## src/aest_pkg.sv

```systemverilog
`timescale 1ns / 1ps
package aest_pkg;
   localparam int MAX_CHUNK_DEF = 1024;
   localparam logic [31:0] NOISE_RESET = 32'd400 << 16;
   // floor(2^42 / 1000); the estimate built on it falls short by at most two
   localparam logic [32:0] RECIP_1000 = 33'd4398046511;

   localparam logic [2:0] REG_ENABLE = 3'd0;
   localparam logic [2:0] REG_SENS   = 3'd1;
   localparam logic [2:0] REG_MINRMS = 3'd2;
   localparam logic [2:0] REG_HOLD   = 3'd3;
   localparam logic [2:0] REG_COOL   = 3'd4;

   typedef enum logic [2:0] {
      ST_ACC, ST_DIV, ST_SQRT, ST_EVAL, ST_MIX, ST_UPD, ST_OUT
   } state_type;

   typedef struct packed {
      logic acc_en;
      logic start_div;
      logic start_sqrt;
      logic eval;
      logic update;
      logic chunk_clear;
      logic busy_drop;
      logic reply;
   } cmd_type;

   typedef struct packed {
      logic div_done;
      logic sqrt_done;
      logic mix_done;
   } status_type;

   function automatic logic [5:0] mult_tenths(input logic [2:0] lvl);
      case (lvl)
         3'd1: mult_tenths = 6'd20;
         3'd2: mult_tenths = 6'd26;
         3'd3: mult_tenths = 6'd32;
         3'd4: mult_tenths = 6'd40;
         default: mult_tenths = 6'd50;
      endcase
   endfunction
endpackage

```

## src/aest_ctrl.sv

```systemverilog
`timescale 1ns / 1ps
module aest_ctrl (
   input  logic                clock,
   input  logic                reset,
   input  logic                req_tvalid,
   output logic                req_tready,
   input  logic                in_cmd,
   input  logic                in_last,
   input  logic                in_busy,
   input  logic                enable,
   input  aest_pkg::status_type st,
   output aest_pkg::cmd_type   cmd,
   output logic                rsp_tvalid,
   input  logic                rsp_tready
);
   import aest_pkg::*;
   state_type state_ff, state_in;
   logic      out_ff, out_in;
   logic      acc;

   always_ff @(posedge clock) begin
      if (reset) begin
         state_ff <= ST_ACC;
         out_ff   <= 1'b0;
      end else begin
         state_ff <= state_in;
         out_ff   <= out_in;
      end
   end

   assign rsp_tvalid = out_ff;

   always_comb begin
      state_in   = state_ff;
      out_in     = out_ff && !rsp_tready;
      cmd        = '0;
      req_tready = 1'b0;
      acc        = 1'b0;
      unique case (state_ff)
         ST_ACC: begin
            req_tready = 1'b1;
            acc = req_tvalid;
            if (acc && in_cmd) cmd.reply = 1'b1;
            else if (acc && enable) begin
               cmd.acc_en = 1'b1;
               if (in_last) begin
                  if (in_busy) cmd.busy_drop = 1'b1;
                  else begin
                     cmd.start_div = 1'b1;
                     state_in = ST_DIV;
                  end
               end
            end
         end
         ST_DIV: if (st.div_done) begin
            cmd.start_sqrt = 1'b1;
            state_in = ST_SQRT;
         end
         ST_SQRT: if (st.sqrt_done) state_in = ST_EVAL;
         ST_EVAL: begin
            cmd.eval = 1'b1;
            state_in = ST_MIX;
         end
         ST_MIX: if (st.mix_done) state_in = ST_UPD;
         ST_UPD: if (!out_ff) begin
            cmd.update = 1'b1;
            out_in = 1'b1;
            state_in = ST_ACC;
         end
         default: state_in = ST_ACC;
      endcase
   end
endmodule

```

## config.mk

```make
export PLATFORM = sky130hd
export DESIGN_NAME = aest_ctrl
export DESIGN_NICKNAME = d
export VERILOG_FILES = /design/src/aest_pkg.sv /design/src/aest_ctrl.sv
export SDC_FILE = /design/constraint.sdc
export NUM_CORES = 1
export LEC_CHECK = 0
export BUFFER_PORTS_ARGS = -buffer_cell sky130_fd_sc_hd__buf_2
export CAP_MARGIN = 10
export CORE_AREA = 3 3 40 42
export DETAILED_ROUTE_END_ITERATION = 10
export DIE_AREA = 0 0 43 45
export HOLD_SLACK_MARGIN = 0.05
export PLACE_DENSITY = 0.56
export SLEW_MARGIN = 20
export SYNTH_ARGS = -nofsm -noshare
export SYNTH_HDL_FRONTEND = slang
export SYNTH_SLANG_ARGS = --single-unit
```

## constraint.sdc

```tcl
create_clock -name clock -period 2.5 [get_ports clock]
set_input_delay 0.375 -clock clock [delete_from_list [all_inputs] [get_ports clock]]
set_output_delay 0.375 -clock clock [all_outputs]
set_load 0.005 [all_outputs]
```

==> summary.txt, run 1 <==
Critical path
  – Critical path launch point type: flip-flop
  – Critical Path RT: between 2 and 2.5 ns
  – CP Class: flip-flop to output port
  – WP data arrival: 1.40 ns
  – Worst setup EP type: output port
  – Worst Reg-to-Reg Cells: 4
  – Max FO, Critical Path: 10

Place
  – Routability Congestion: 0.708
  – Placed inst area: 398 µm²
  – DPL Wire Length: 604 µm
  – Port Buffer Count: 19

Cells and area
  – Commonest non-fill, non-tap cell in the layout: buf_2
  – Layout cells sized above 1: 0.433
  – Area occupied by multi-input gates: 189 µm²
  – Layout area overhead: 38.8%
  – Nets: 73
  – Most frequent cells in the layout: buf_2, inv_1, nor2_1, a21oi_1, dfxtp_1
  – Ant diodes: 0
  – Reg area: 80.1 µm²
  – Fill count: between 150 and 200
  – Final design utilization: 0.327
  – Final Instance Area: roughly 420 µm²

Logic synthesis
  – Seq/Total Area, Yosys: 0.264
  – Syn Nets: 51
  – Count of cell types in the netlist: 22
  – Post-synthesis mux area share: 0.0331
  – #FFs+latches synth: 4
  – Cell area after synthesis: 303 µm²
  – Synthesized area per cell: 7.57 µm²
  – Post-synthesis xor/xnor area fraction: 0
  – Adder-cell share of the synthesized area: 0
  – Post-Synth Simple-Gate Area: 0.409
  – Synthesized instance count: 40
  – Area contributors post-synth: dfxtp_1, a21oi_1, and3_1, a211oi_1, inv_1
  – Compound-Gate Fraction of Synth Area: 0.169
  – Yosys top cell by area: dfxtp_1
  – Largest family of logic cells by synthesized area: simple AND/OR/NAND/NOR gates
  – Yosys warns: 0
  – Synth top area share: 0.264

Route
  – Drt wl/cell: 9.72 µm
  – Vias after detailed routing: roughly 340
  – Vias/cell: between 4 and 5
  – Initial DRT Pass Iterations: 3
  – Detailed Route Iter0 Violations: 4
  – # DRC: 0
  – Routed wire length: 729 µm
  – Antenna viol nets, final: 0

Pwr
  – Sequential power share: 0.383
  – Peak supply drop: 0.233 mV
  – Switching part of the total: 0.238
  – Lkg Pwr: approximately 0.21 nW
  – Comb pwr share: 0.188
  – Clock power frac: 0.429
  – Total power: 0.000182 W
  – Power Density: 434 nW/µm²
  – P_int: 0.000139 W
  – Switching power: 0.0000434 W

STA
  – Slew Limit Fails: 0
  – WHS: 0.369 ns
  – Tcrit/Tclk final: 0.712
  – Tmin final: 1.78 ns
  – Setup tns final: 0 ns
  – # setup viols final: 0
  – Unrepaired setup endpoints after global routing: false
  – Max Freq: ~0.56 GHz
  – Clk_skew: 0.00414 ns
  – Final hold violation count: 0

GRT
  – Number of global-route vias before repair: 294
  – Largest net degree at the start of global routing: 11
  – Total GRT Usage: 0.0850
  – Initial antenna violation count: 0
  – GRT overflow: 0
  – First-pass GRT wire length: 1210 µm

Clocking
  – Setup bufs post-CTS: 0
  – CTS tree: yes
  – Root Driver: clkbuf_4
  – Post-CTS Hold Buffers: 0
  – Clock Sinks: 4
  – Num CTS Buffers: 3
  – H-Tree Depth: 1
  – CTS Buffer Depth: 2
  – Latest clock arrival within the worst-skew pair: roughly 0.23 ns
  – Reg clk slew, reported paths: approximately 0.030 ns
  – CTS-repair resized insts: 0

Floorplan
  – DIE HEIGHT: 45 µm
  – Total core area: approximately 1300 µm²
  – DIE AREA: 1940 µm²
  – Chip width: 43 µm
  – Row cnt: 13
  – Io pins: 21
  – Initial core utilization: 0.236

Min path
  – Hold-critical path depth: 2
  – Worst min path class: input pin to flip-flop

Outcome
  – Status: finished, final reports clean

Run
  – MaxCap Viol Count: 0
-- worst paths after layout --
| path | to | slack [ns] | from |
|---|---|---|---|
| worst max-delay path | cmd[1] | 0.72 | state_ff[2] |
| worst min-delay path | rsp_tvalid | 0.37 | reset |
| worst max register to register | state_ff[0] | 1.26 | state_ff[0] |
| worst min register to register | rsp_tvalid | 0.56 | rsp_tvalid |
-- flip-flops by register name, summed over array words and instances (netlist names) --
signal / flops
rsp_tvalid: 1
state_ff: 3
-- cell type report --
cell class | instances | share of cell area
multi-input combinational | 30 | 0.449
timing repair buffer | 19 | 0.226
sequential | 4 | 0.190
clock buffer | 3 | 0.0536
tap | 15 | 0.0446
inverter | 4 | 0.0357
-- layer usage --
layer	global-route usage	part of all wire	vias up
li1	-	-	176
met1	0.0990	0.41	148
met2	0.135	0.45	19
met3	0.0518	0.13	0
met4	0.0181	0	0
met5	0	0	-
-- worst max-delay path: stages (launching register included) --
cell     delay, ns
dfxtp_1       0.38
or3_4         0.44
nor2_4        0.11
and3_1        0.15
buf_2         0.10
-- Yosys cell counts --
master	count
a21oi_1	4
dfxtp_1	4
inv_1	4
nor2_1	4
and3_1	3
a211oi_1	2
nand2b_1	2
nor3b_1	2
o21ai_0	2
and2_1	1
and2b_2	1
and3_2	1
buf_4	1
buf_6	1
conb_1	1
mux2i_1	1
nand2_1	1
nand3b_1	1
nor2_4	1
nor2b_1	1
o22ai_1	1
or3_4	1
-- power groups by stage --
stage	logic [W]	clock network (W)	registers, W
final	0.0000344	0.0000782	0.0000699
after global routing	0.0000390	0.0000893	0.0000704
after CTS	0.0000351	0.0000815	0.0000698
after detailed placement	0.0000350	0	0.0000708
after global placement	0.0000345	0	0.0000708
after floorplan	0.0000206	0	0.0000696
-- logic make-up (layout without fill, tap and decap cells) --
family / after synthesis / after routing
flops: 4 / 4
simple gates: 19 / 19
mux: 1 / 1
other cells: 1 / 1
buf+inv: 6 / 26
compound gates: 9 / 9
-- through the flow --
step                      setup WS (ns)  cells
after detailed placement          0.873     72
after CTS                         0.706     75
after global placement            0.918     72
after floorplan                    1.03     40
after global routing              0.625     75
final                             0.721     75
No activity file was read; power rests on OpenSTA's default activity.
==> inputs of run 2 (changes only) <==
clock period = 1.7 ns   (was 2.5 ns; I/O delays follow)
==> run 2 against run 1 <==
Against the previous run:
- power is 46% higher
- hold slack worse by 0.12 ns
- register-to-register slack worse by 0.76 ns
- final cell count grew 1.3%
- cell area up 1.8%
- flip-flop and latch count did not move
- sequential power increased by 46%
- global-route usage fell by 0.25 points
- via count decreased by 2.3%
- clock skew is 0.0028 ns lower
- clock-buffer cell count unchanged
- critical endpoint unchanged
- largest power group unchanged
==> summary.txt, run 2 (synthesis results as in run 1) <==
Critical path
  – CP max stage delay: 0.41 ns (was 0.44 ns)
  – Slowest CP cell: or3_4 (unchanged)
  – Max FO, Critical Path: 8 (was 10)
  – CP delay by family, top: simple AND/OR/NAND/NOR gates (unchanged)
  – CP Cell Sequence: or3_4 > nor2_4 > and3_1 > buf_2 (unchanged)
  – WP data arrival: 1.35 ns (was 1.40 ns)
  – Critical path launch point type: flip-flop (unchanged)
  – Critical Path RT: 1.44 ns (was 2.12 ns)
  – Worst setup EP type: output port (unchanged)
  – Critical path buffer and inverter count: 1 (unchanged)
  – CP Class: flip-flop to output port (unchanged)

Cells and area
  – Max reg flops: 3 (unchanged)
  – Nets: 74 (was 73)
  – Commonest non-fill, non-tap cell in the layout: buf_2 (unchanged)
  – Most frequent cells in the layout: buf_2, inv_1, nor2_1, a21oi_1, dfxtp_1 (unchanged)
  – Reg with most FFs: state_ff (unchanged)
  – Layout cells sized above 1: 0.443 (was 0.433)
  – Fill count: 144 (was 152)
  – Ant diodes: 0 (unchanged)
  – Layout area overhead: 41.3% (was 38.8%)

STA
  – Slew Limit Fails: 0 (unchanged)
  – Final hold violation count: 0 (unchanged)
  – Tmin final: roughly 1.6 ns
  – Post-layout worst setup margin: 0.0975 ns (was 0.721 ns)
  – # setup viols final: 0 (unchanged)
  – Setup tns final: 0 ns (unchanged)
  – Tcrit/Tclk final: 0.943
  – Clk_skew: 0.00136 ns (was 0.00414 ns)
  – Max Freq: 0.624 GHz
  – Unrepaired setup endpoints after global routing: false (unchanged)

GRT
  – Met2 usage: 0.126 (was 0.135)
  – Largest net degree at the start of global routing: 10 (was 11)
  – First-pass GRT wire length: 1150 µm (was 1210 µm)
  – Grt met1 use: 0.0918 (was 0.0990)
  – Routing usage on met3: 0.0279 (was 0.0518)
  – GRT overflow: 0 (unchanged)
  – Number of global-route vias before repair: 299 (was 294)
  – GRT busiest layer: met2 (unchanged)
  – Initial antenna violation count: 0 (unchanged)
  – Total GRT Usage: 0.0825 (was 0.0850)

Floorplan
  – Chip width: 43 µm (unchanged)
  – Row cnt: 13 (unchanged)
  – DIE HEIGHT: 45 µm (unchanged)
  – Total core area: 1280 µm² (unchanged)
  – Initial core utilization: 0.236 (unchanged)
  – Io pins: 21 (unchanged)
  – DIE AREA: 1940 µm² (unchanged)

Route
  – Initial DRT Pass Iterations: 2 (was 3)
  – Routed wire length: 702 µm (was 729 µm)
  – # DRC: 0 (unchanged)
  – Detailed Route Iter0 Violations: 3 (was 4)
  – Vias/cell: 4.41 (was 4.57)
  – Vias after detailed routing: 335 (was 343)
  – Antenna viol nets, final: 0 (unchanged)
  – Drt wl/cell: 9.24 µm (was 9.72 µm)

Pwr
  – Peak supply drop: 0.298 mV (was 0.233 mV)
  – Lkg Pwr: 0.216 nW (was 0.210 nW)
  – Power Density: 623 nW/µm² (was 434 nW/µm²)

Place
  – Routability Congestion: 0.743 (was 0.708)
  – Port Buffer Count: 19 (unchanged)
  – Pre-CTS setup slack: 0.334 ns (was 0.873 ns)

Clocking
  – Setup bufs post-CTS: 0 (unchanged)
  – CTS Buffer Depth: 2 (unchanged)
  – H-Tree Depth: 1 (unchanged)
  – Num CTS Buffers: 3 (unchanged)
  – Root Driver: clkbuf_4 (unchanged)
  – Post-CTS Hold Buffers: 0 (unchanged)
  – CTS-repair resized insts: 0 (unchanged)
  – Reg clk slew, reported paths: 0.04 ns (was 0.03 ns)
  – Latest clock arrival within the worst-skew pair: 0.23 ns (about the same)
  – Clock Sinks: 4 (unchanged)
  – CTS tree: yes (unchanged)

Min path
  – Worst min path class: input pin to flip-flop (unchanged)

Run
  – MaxCap Viol Count: 0 (unchanged)

Outcome
  – Status: finished, final reports clean (unchanged)
-- run 2: cell types whose count changed in the layout (fill, tap and decap cells not counted), sizes merged --
cell / delta
buf: +1
-- run 2: layout make-up --
class	instances	area (µm²)	share of cell area
clock buffers	3	22.5	0.0526
multi-input cells	30	189	0.442
flip-flops and latches	4	80.1	0.187
inverters	4	15.0	0.0351
repair buffers	20	103	0.240
well taps	15	18.8	0.0439
-- run 2: final timing paths --
path                from     endpoint  slack [ns]  cells past startpoint
max reg2reg  state_ff[0]  state_ff[0]        0.50                      4
min                reset  state_ff[1]        0.25                      2
max          state_ff[1]       cmd[1]         0.1                      4
min reg2reg   rsp_tvalid   rsp_tvalid        0.55                      2
-- run 2: worst register-to-register path, cell delays in order (launching register included) --
cell and delay (ns):
dfxtp_1 0.42, nor2b_1 0.22, o21ai_0 0.11, o22ai_1 0.18, mux2i_1 0.20
-- run 2: power by group --
group / switching, W / leakage (nW) / internal, W / total [W]
Sequential: 0.00000461 / 0.0323 / 0.0000973 / 0.000102
Clock: 0.0000348 / 0.0138 / 0.0000787 / 0.000114
Combinational: 0.0000225 / 0.170 / 0.0000286 / 0.0000511
-- run 2: per-layer routing --
layer,wire [µm],up-vias
li1,-,179
met1,299,139
met2,302,17
met3,100,0
met4,0,0
met5,0,-
-- run 2: through the flow --
stage | cells | total power [W] | hold WS, ns | instance area, µm² | util
after CTS | 76 | 0.000275 | 0.238 | 428 | 0.333
after floorplan | 40 | 0.000133 | 0.327 | 303 | -
after global routing | 76 | 0.000290 | 0.247 | 428 | 0.333
after global placement | 73 | 0.000155 | 0.484 | 405 | 0.315
final | 76 | 0.000267 | 0.254 | 428 | 0.333
after detailed placement | 73 | 0.000155 | 0.487 | 405 | 0.315
